===== src/rtl/core/gcrdec_ram.sv =====
// Generic single-write, single-read RAM with registered read data.
// No dependencies.
module gcrdec_ram #(
    parameter int WIDTH = 8,
    parameter int DEPTH = 16,
    localparam int ADDR_W = $clog2(DEPTH)
) (
    input  logic              clk,
    input  logic              we,
    input  logic [ADDR_W-1:0] waddr,
    input  logic [WIDTH-1:0]  wdata,
    input  logic              re,
    input  logic [ADDR_W-1:0] raddr,
    output logic [WIDTH-1:0]  rdata
);

    logic [WIDTH-1:0] mem [DEPTH];
    logic [WIDTH-1:0] rdata_reg;

    // Write port and registered read port.
    always_ff @(posedge clk)
    begin
        if (we)
        begin
            mem[waddr] <= wdata;
        end
        if (re)
        begin
            rdata_reg <= mem[raddr];
        end
    end

    assign rdata = rdata_reg;

endmodule


===== config.mk =====
export PLATFORM = sky130hd
export DESIGN_NAME = gcrdec_ram
export DESIGN_NICKNAME = d
export VERILOG_FILES = /design/src/rtl/core/gcrdec_ram.sv
export SDC_FILE = /design/constraint.sdc
export NUM_CORES = 1
export LEC_CHECK = 0
export BUFFER_PORTS_ARGS = -buffer_cell sky130_fd_sc_hd__buf_2
export CAP_MARGIN = 10
export CORE_MARGIN = 2
export CORE_UTILIZATION = 46
export DETAILED_ROUTE_END_ITERATION = 8
export SLEW_MARGIN = 20
export SYNTH_ARGS = -nofsm -noshare
export SYNTH_HDL_FRONTEND = slang
export SYNTH_SLANG_ARGS = --single-unit

===== constraint.sdc =====
create_clock -name clk -period 4.9 [get_ports clk]
set_clock_uncertainty 0.2 [all_clocks]
set_input_delay 0.245 -clock clk [delete_from_list [all_inputs] [get_ports clk]]
set_output_delay 0.245 -clock clk [all_outputs]
set_load 0.05 [all_outputs]

==> results by group <==
Status
  – Status: finished, final reports clean

Pwr
  – Tot Pwr: 2780 uW
  – Internal power: approximately 2200 uW
  – Combinational cell fraction of total power: 4.8%
  – Sequential power share: 47.4%
  – Clk pwr share: 47.8%
  – P_leak: 0.00203 uW
  – Max IR drop VDD: between 200 and 250 uV
  – Net Sw Frac: 20.4%
  – Power Density: 455 mW/mm2
  – Switching Power: approximately 570 uW

Clocking
  – CTS H-Tree Depth: 4
  – Clk sinks: 136
  – CTS clk-pin slew, worst paths: 0.06 ns
  – Clk Latency, worst-skew pair: 0.40 ns
  – CTS Hold Bufs: 0
  – TritonCTS clock tree: done
  – CTS Buffer Depth: 2
  – Num CTS Buffers: 17
  – Post-CTS setup buffers: 0
  – Resized Gates After CTS: 0
  – Root buf cell: clkbuf_16

STA
  – Slew of the pin with the lowest slew margin: 1.10 ns
  – Slew Limit Fails: 0
  – Slew HR: roughly a quarter
  – Final min period: 1.85 ns
  – Final setup viols: 0
  – Final Hold Fails: 0
  – RSZ-0062 raised after global routing: false
  – Max frequency: approximately 540 MHz
  – Fin crit share: 37.7%
  – Setup ws final: 3.05 ns
  – Setup_tns: 0 ns

Detailed routing
  – WL/cell: roughly 24 um
  – DRC Markers: 0
  – Routed vias: 2,381
  – First-pass detailed-route iteration total: 4
  – DR vias/cell: ~5.7
  – DR iter-0 viols: 153
  – Antenna Violating Nets Remaining: 0
  – Final wirelength: between 10,000 and 15,000 um

Placement
  – Placed cells: roughly 390
  – IO Port Bufs: 26
  – Place WS: 2.24 ns
  – Routability congestion estimate: 0.704
  – Detailed placer's ending HPWL: 6140 um

Floorplanning
  – DIE WIDTH: 111 um
  – Die Y: 111 um
  – Total Die Area: 0.0122 mm2
  – Row cnt: 38
  – Initial Utilization: 47.6%
  – Core footprint: roughly 0.011 mm2
  – I/O Pins: 27

Synthesis
  – Distinct cells, synth: 18
  – Syn Inst Count: between 200 and 250
  – Synth warn: 0
  – Syn nets: roughly 250
  – Post-synthesis sequential area ratio: 78.1%
  – Post-Syn Area per Cell: 22.8 um2
  – #FFs+latches synth: 136
  – Mapped cell area: 0.00523 mm2

Critical path
  – Crit path kind: input pin to flip-flop
  – CP Max Fanout: 32
  – Worst endpoint data arrival time: 1.80 ns
  – Req. time, crit path: approximately 4.9 ns
  – Worst setup SP type: input pin
  – Worst Setup End Kind: flip-flop

Cells and area
  – Post-layout util: 55.6%
  – Layout Cells excl Fill: 420
  – Area grow syn2layout: 16.8%
  – N_diodes: 0
  – Final net count: 286
  – Share of cells above drive strength 1: between 20 and 30%
  – Max reg flops: 128

GRT
  – GRT Residual Overflow: 0
  – Largest net degree at the start of global routing: 33
  – GR Util All Layers: 18.1%
  – First-pass GRT wire length: roughly 16,000 um
  – Antenna violations before repair: 0
  – Vias in the first global route: 2,513

Run
  – Maxcap violations: 0

Worst hold path
  – HP Class: input pin to flip-flop
==> cell usage in the layout, fill, tap and decap left out, types with 4 or more instances in the layout <==
cell,instances
bufinv_16,4
mux4_2,18
edfxtp_1,136
buf_4,4
a22oi_1,16
buf_2,25
clkbuf_16,17
nor2_1,12
mux4_1,14
nand2_1,9
==> metal layers <==
metal / global-route usage [%] / vias to the layer above / share of wire, %
met4: 6.08 / 0 / 0.64
met1: 26.1 / 1245 / 43
met2: 27.2 / 67 / 50
li1: - / 1065 / -
met5: 0 / - / 0
met3: 4.67 / 4 / 5.9
==> worst max-delay path: stages <==
cell and delay (ns):
buf_4 0.49, mux4_1 0.65, a22oi_1 0.30, nand2_1 0.10
==> cell usage after synthesis <==
library cell,count,share of area [%]
nand3_1,1,0.096
edfxtp_1,136,78
buf_4,1,0.14
nor2b_1,1,0.12
clkdlybuf4s25_2,3,0.57
nor3_1,4,0.38
mux4_2,18,7.8
nand2b_1,2,0.24
mux4_1,14,7.0
a22oi_1,16,2.3
nand2_1,9,0.65
or3b_2,1,0.17
buf_2,3,0.29
buf_6,3,0.65
nor2_1,13,0.93
and2_1,1,0.12
nand3b_1,2,0.29
and2b_1,1,0.14
==> cells by family after synthesis <==
family                 share of synthesized area [%]
AO/OA/AOI/OAI                                   2.30
buffers and inverters                           1.65
multiplexers                                    14.8
flip-flops                                      78.1
AND/OR/NAND/NOR                                 3.14
==> power groups by stage <==
| stage | sequential, uW | combinational, uW | clock (uW) |
|---|---|---|---|
| 2_1_floorplan | 1360 | 66.1 | 0 |
| 3_3_place_gp | 1340 | 131 | 0 |
| 3_5_place_dp | 1340 | 134 | 0 |
| 4_1_cts | 1320 | 134 | 1340 |
| 5_1_grt | 1320 | 143 | 1400 |
| 6_report | 1320 | 133 | 1330 |
==> final timing paths <==
path | end | start | slack [ns] | cells past startpoint
hold / removal | rdata[2] | re | 0.04 | 1
setup reg to reg | rdata[1] | mem[2][1] | 3.15 | 3
setup / recovery | rdata[1] | raddr[0] | 3.05 | 4
hold reg to reg | rdata[6] | mem[14][6] | 0.54 | 3
==> area by class of cell <==
type                    count  area, um2
fillers                   810       4880
flip-flops and latches    136       4080
multi-input cells          83       1060
clock buffers              17        425
clock inverters            15        199
well taps                 140        175
repair buffers             29        155
==> stage by stage <==
stage                     hold WS (ns)  area, um2
final                           0.0350       6100
after global routing            0.0212       6100
after CTS                       0.0213       6100
after detailed placement         0.446       5470
after global placement           0.432       5470
after floorplan                  0.144       5230
No activity file was read; power rests on OpenSTA's default activity.
