===== config.mk =====
export PLATFORM = sky130hd
export DESIGN_NAME = gcrdec_queue
export DESIGN_NICKNAME = d
export VERILOG_FILES = /design/src/rtl/core/gcrdec_pkg.sv /design/src/rtl/core/gcrdec_queue.sv
export SDC_FILE = /design/constraint.sdc
export NUM_CORES = 1
export LEC_CHECK = 0
export ABC_AREA = 1
export BUFFER_PORTS_ARGS = -buffer_cell sky130_fd_sc_hd__buf_2
export CORE_MARGIN = 1.5
export CORE_UTILIZATION = 35
export CTS_BUF_LIST = sky130_fd_sc_hd__clkbuf_2 sky130_fd_sc_hd__clkbuf_4 sky130_fd_sc_hd__clkbuf_8
export CTS_CLUSTER_SIZE = 16
export DETAILED_ROUTE_END_ITERATION = 8
export PLACE_DENSITY = 0.64
export SLEW_MARGIN = 20
export SYNTH_ARGS = -nofsm -noshare
export SYNTH_HDL_FRONTEND = slang
export SYNTH_SLANG_ARGS = --single-unit

===== constraint.sdc =====
create_clock -name clk -period 2.1 [get_ports clk]
set_input_delay 0.105 -clock clk [delete_from_list [all_inputs] [get_ports clk]]
set_output_delay 0.105 -clock clk [all_outputs]
set_load 0.005 [all_outputs]

===== src/rtl/core/gcrdec_pkg.sv =====
// Shared types, constants and the 6-and-2 GCR code lookup for the sector decoder.
// No dependencies; every other file of the decoder but gcrdec_ram imports this package.
package gcrdec_pkg;

    // Default geometry of a data record.
    localparam int FRAGMENT_ENTRIES_DEF = 86;
    localparam int SECTOR_BYTES_DEF     = 256;

    // Fixed field widths.
    localparam int CODE_W  = 8;
    localparam int VALUE_W = 6;
    localparam int INDEX_W = 8;
    localparam int GROUP_W = 2;

    // Depth of the queue between the front and back parts.
    localparam int QUEUE_DEPTH = 4;
    localparam int QCOUNT_W    = $clog2(QUEUE_DEPTH + 1);
    localparam int QPTR_W      = $clog2(QUEUE_DEPTH);

    // Value substituted for a nibble that is not a valid code.
    localparam logic [VALUE_W-1:0] BAD_VALUE = 6'h3F;

    // Fragment group selectors.
    localparam logic [GROUP_W-1:0] GROUP_LOW  = 2'd0;
    localparam logic [GROUP_W-1:0] GROUP_MID  = 2'd1;
    localparam logic [GROUP_W-1:0] GROUP_HIGH = 2'd2;

    // The 64 valid disk codes, indexed by their 6-bit value.
    localparam logic [CODE_W-1:0] GCR_CODES [64] = '{
        8'h96, 8'h97, 8'h9A, 8'h9B, 8'h9D, 8'h9E, 8'h9F, 8'hA6,
        8'hA7, 8'hAB, 8'hAC, 8'hAD, 8'hAE, 8'hAF, 8'hB2, 8'hB3,
        8'hB4, 8'hB5, 8'hB6, 8'hB7, 8'hB9, 8'hBA, 8'hBB, 8'hBC,
        8'hBD, 8'hBE, 8'hBF, 8'hCB, 8'hCD, 8'hCE, 8'hCF, 8'hD3,
        8'hD6, 8'hD7, 8'hD9, 8'hDA, 8'hDB, 8'hDC, 8'hDD, 8'hDE,
        8'hDF, 8'hE5, 8'hE6, 8'hE7, 8'hE9, 8'hEA, 8'hEB, 8'hEC,
        8'hED, 8'hEE, 8'hEF, 8'hF2, 8'hF3, 8'hF4, 8'hF5, 8'hF6,
        8'hF7, 8'hF9, 8'hFA, 8'hFB, 8'hFC, 8'hFD, 8'hFE, 8'hFF
    };

    typedef struct packed {
        logic               valid;
        logic [VALUE_W-1:0] value;
    } gcr_result_t;

    // Work that the front part hands to the back part for one result item.
    typedef struct packed {
        logic               is_status;
        logic               checksum_ok;
        logic               bad_code_seen;
        logic [VALUE_W-1:0] chain;
        logic [INDEX_W-1:0] byte_index;
        logic [GROUP_W-1:0] group;
    } gcrdec_desc_t;

    // Queue entry: the descriptor plus the fragment word read for it.
    typedef struct packed {
        gcrdec_desc_t       desc;
        logic [VALUE_W-1:0] frag;
    } gcrdec_entry_t;

    // Maps a disk code to its 6-bit value; invalid codes give BAD_VALUE.
    function automatic gcr_result_t gcr_decode(input logic [CODE_W-1:0] code);
        gcr_result_t res;
        res.valid = 1'b0;
        res.value = '0;
        for (int k = 0; k < 64; k++) begin
            if (GCR_CODES[k] == code) begin
                res.valid = 1'b1;
                res.value = res.value | VALUE_W'(k);
            end
        end
        if (!res.valid) begin
            res.value = BAD_VALUE;
        end
        return res;
    endfunction

endpackage


===== src/rtl/core/gcrdec_queue.sv =====
// Short queue between the front and back parts of the decoder.
// Depends on gcrdec_pkg.
module gcrdec_queue import gcrdec_pkg::*; (
    input  logic                clk,
    input  logic                rst_n,
    input  logic                push,
    input  gcrdec_entry_t       push_entry,
    input  logic                pop,
    output gcrdec_entry_t       head,
    output logic                not_empty,
    output logic [QCOUNT_W-1:0] count
);

    gcrdec_entry_t       slots [QUEUE_DEPTH];
    logic [QPTR_W-1:0]   wr_ptr_reg, wr_ptr_next;
    logic [QPTR_W-1:0]   rd_ptr_reg, rd_ptr_next;
    logic [QCOUNT_W-1:0] count_reg, count_next;

    // Pointer and occupancy update.
    always_comb
    begin
        wr_ptr_next = push ? wr_ptr_reg + QPTR_W'(1) : wr_ptr_reg;
        rd_ptr_next = pop ? rd_ptr_reg + QPTR_W'(1) : rd_ptr_reg;
        count_next  = count_reg + QCOUNT_W'(push) - QCOUNT_W'(pop);
    end

    always_ff @(posedge clk or negedge rst_n)
    begin
        if (!rst_n)
        begin
            wr_ptr_reg <= '0;
            rd_ptr_reg <= '0;
            count_reg  <= '0;
        end
        else
        begin
            wr_ptr_reg <= wr_ptr_next;
            rd_ptr_reg <= rd_ptr_next;
            count_reg  <= count_next;
        end
    end

    // Entry storage.
    always_ff @(posedge clk)
    begin
        if (push)
        begin
            slots[wr_ptr_reg] <= push_entry;
        end
    end

    assign head      = slots[rd_ptr_reg];
    assign not_empty = count_reg != '0;
    assign count     = count_reg;

    a_no_overflow: assert property (@(posedge clk) disable iff (!rst_n)
        push |-> (count_reg < QCOUNT_W'(QUEUE_DEPTH) || pop))
        else $error("queue overflow");

    a_no_underflow: assert property (@(posedge clk) disable iff (!rst_n)
        pop |-> count_reg != '0)
        else $error("queue underflow");

endmodule


==> insert_results.sql <==
INSERT INTO impl_metrics (metric_group, metric, value, unit) VALUES
('sta', 'fin_skew', '0.009945', 'ns'),
('detailed_routing', 'drt_iter0_markers', '112', ''),
('grt', 'grt_max_degree', '51', ''),
('synthesis', 'count_of_flip_flops_with_a_built_in_enable_after_synthesis', '100', ''),
('power_and_ir_drop', 'power_per_standard_cell_area', '1176', 'nW/µm²'),
('sta', 'worst_max_slew_margin_expressed_relative_to_the_limit', '68.18', '%'),
('synthesis', 'synth-warning-count', '0', ''),
('outcome', 'outcome', 'finished clean', ''),
('setup_path', 'critical_path_class', 'reg -> out', ''),
('run', 'drv.max_cap_violation_count', '0', ''),
('floorplanning', 'die_area', '13990', 'µm²'),
('synthesis', 'synth.ff_latch_count', '107', ''),
('finish', 'antenna_cells', '0', ''),
('setup_path', 'max_stage_delay', '0.67', 'ns'),
('floorplanning', 'coreArea', '12770', 'µm²'),
('sta', 'timing.final.crit_share', '88.45', '%'),
('finish', 'fraction_of_final_layout_cells_with_drive_strength_greater_than_1', '15.21', '%'),
('finish', 'regArea', '3179', 'µm²'),
('sta', 'rsz0062_at_grt', 'false', ''),
('synthesis', 'unique_masters_post_synth', '15', ''),
('clock_network', 'cts_max_level', '3', ''),
('finish', 'area_delta_synth_final', '18.48', '%'),
('grt', 'initial_antenna_violation_count', '0', ''),
('detailed_routing', 'total_iterations_of_the_first_detailed_routing_run', '4', ''),
('sta', 'max_freq', '0.5384', 'GHz'),
('placement', 'place_inst', '655', ''),
('clock_network', 'tritoncts.num_buffers', '9', ''),
('setup_path', 'crit_path_leading_delay_family', 'flip-flops', ''),
('sta', 'timing_worst_slew_pin_value', '0.4774', 'ns'),
('detailed_routing', 'route.detailed.drc', '0', ''),
('setup_path', 'cp_data_arrival_time', '1.75', 'ns'),
('detailed_routing', 'wl', '8.877', 'mm'),
('grt', 'grt_first_pass_wirelength', '14.55', 'mm'),
('detailed_routing', 'route.vias.total', '2951', ''),
('sta', 'report.final.hold_viol_count', '0', ''),
('floorplanning', 'die_span_y', '118.3', 'µm'),
('clock_network', 'clock_insertion_delay_worst_skew', '0.37', 'ns'),
('floorplanning', 'start_util', '36.41', '%'),
('grt', 'first_global_vias', '3007', ''),
('finish', 'layout.filler_cells', '1221', ''),
('synthesis', 'syn_nets', '473', ''),
('sta', 'setup_viol_count_final', '0', ''),
('clock_network', 'clock_tree.buffer_depth', '2', ''),
('setup_path', 'cp_num_buf_inv', '2', ''),
('synthesis', 'async_flop_share', '6.542', '%'),
('power_and_ir_drop', 'total_leakage_power', '2.585', 'nW'),
('detailed_routing', 'final_antenna_net_count', '0', ''),
('setup_path', 'timing.reg2reg.setup_slack', '0.51', 'ns'),
('floorplanning', 'pin_count', '58', ''),
('grt', 'grt_usage', '13.40', '%'),
('floorplanning', 'rows', '41', ''),
('grt', 'globalRouteOverflowTotal', '0', ''),
('clock_network', 'clock-root-buffer', 'clkbuf_8', ''),
('setup_path', 'r2r.worst_path.cells', '7', ''),
('clock_network', 'cts.reportedPaths.clkPinSlew', '0.10', 'ns'),
('placement', 'port_buffers', '57', ''),
('setup_path', 'cp_cell_sequence', 'buf_6 -> nand2_1 -> nand3_1 -> nand2_1 -> buf_2', ''),
('placement', 'dp_hpwl', '5.298', 'mm'),
('detailed_routing', 'avgViaCountPerCell', '4.228', ''),
('placement', 'routabilityCongestion', '0.6456', ''),
('sta', 'final-max-slew-violation-count', '0', ''),
('setup_path', 'crit_path_top_delay_cell', 'dfrtp_2', ''),
('clock_network', 'tritoncts', 'done', ''),
('setup_path', 'critPathCaptureType', 'output port', ''),
('synthesis', 'post_synthesis_instance_area', '4651', 'µm²'),
('finish', 'layoutNonFillerInstCount', '698', ''),
('sta', 'tns', '0', 'ns'),
('synthesis', 'synth_area_per_cell', '10.64', 'µm²'),
('setup_path', 'critical_path_depth', '5', ''),
('synthesis', 'yosysSeqAreaShare', '68.33', '%'),
('finish', 'nNetsFinal', '558', '');
Yosys cell counts (2+ instances only):
cell type / number / area (µm²)
buf_2: 2 / 10.01
ha_1: 6 / 75.07
dfrtp_1: 7 / 175.2
nand3_1: 52 / 260.3
inv_4: 2 / 12.51
buf_4: 9 / 67.56
buf_6: 5 / 56.30
xor2_1: 3 / 26.28
nand2_1: 136 / 510.5
inv_1: 111 / 416.7
edfxtp_1: 100 / 3003
worst reg2reg max path, cell delays in order, from the launching register on:
cell and delay (ns):
dfrtp_1 0.36, inv_1 0.06, ha_1 0.27, inv_1 0.04
ha_1 0.19, fa_1 0.38, nand3b_1 0.17, nand2_1 0.08
through the flow:
| stage | total power, mW | worst slack [ns] | hold slack [ns] | instance area (µm²) |
|---|---|---|---|---|
| 5_1_grt | 6.985 | 0.07956 | 0.08541 | 5510 |
| 2_1_floorplan | 4.637 | 0.5575 | -0.1906 | 4651 |
| 4_1_cts | 6.569 | 0.1175 | 0.08302 | 5504 |
| 3_5_place_dp | 5.416 | 0.5223 | -0.03777 | 5059 |
| 3_3_place_gp | 5.332 | 0.5704 | -0.04236 | 5059 |
| 6_report | 6.482 | 0.2425 | 0.09642 | 5510 |
layout make-up:
class	count	share of cell area, %
Clock inverter	6	0.7493
Tap cell	172	3.906
Sequential cell	107	57.70
Inverter	113	7.834
Multi-Input combinational cell	200	16.42
Timing Repair Buffer	91	11.15
Clock buffer	9	2.248
logic make-up after synthesis:
family | synth area share [%]
buf+inv | 12.21
flops | 68.33
simple gates | 16.73
compound gates | 0.1075
xor+xnor | 0.5651
fa+ha+maj | 2.045
layer usage:
layer,share of wire (%),global-route usage [%]
met1,45,16.70
met2,50,22.46
met3,4.4,3.137
met4,0.94,5.412
met5,0,0
final timing paths:
check / start / to
min: rst_n / count[0]
max: rd_ptr_reg[0] / head[22]
min reg2reg: wr_ptr_reg[0] / wr_ptr_reg[0]
max reg2reg: count[0] / count[2]
min in group clk: push_entry[5] / slots[2][5]
max in group asynchronous: rst_n / rd_ptr_reg[0]
where the power goes:
group          switching, mW  internal (mW)  total (mW)
Combinational           1.47          0.862        2.34
Clock                  0.687          0.427        1.11
Sequential             0.228           2.80        3.03
cells in the final DEF, fill, tap and decap left out:
cell type      count
edfxtp_1         100
buf_6              1
clkbuf_8           9
fa_1               1
clkinvlp_4         2
xor2_1             3
dfrtp_1            6
buf_2             57
nand2_1          136
clkinv_1           1
nand3_1           52
inv_1            111
o21ai_1            1
ha_1               6
dlygate4sd3_1     28
clkinv_2           1
inv_4              1
dfrtp_2            1
nand3b_1           1
inv_6              3
buf_4              5
repair_timing:
| item | CTS | global route |
|---|---|---|
| buffers inserted | 0 | 0 |
| endpoints found under the hold margin | 110 | 0 |
| hold buffers | 28 | 0 |
| setup endpoints to repair | 0 | 3 |
| gates resized for setup | 0 | 2 |
Power figures use the tool's default switching activity.
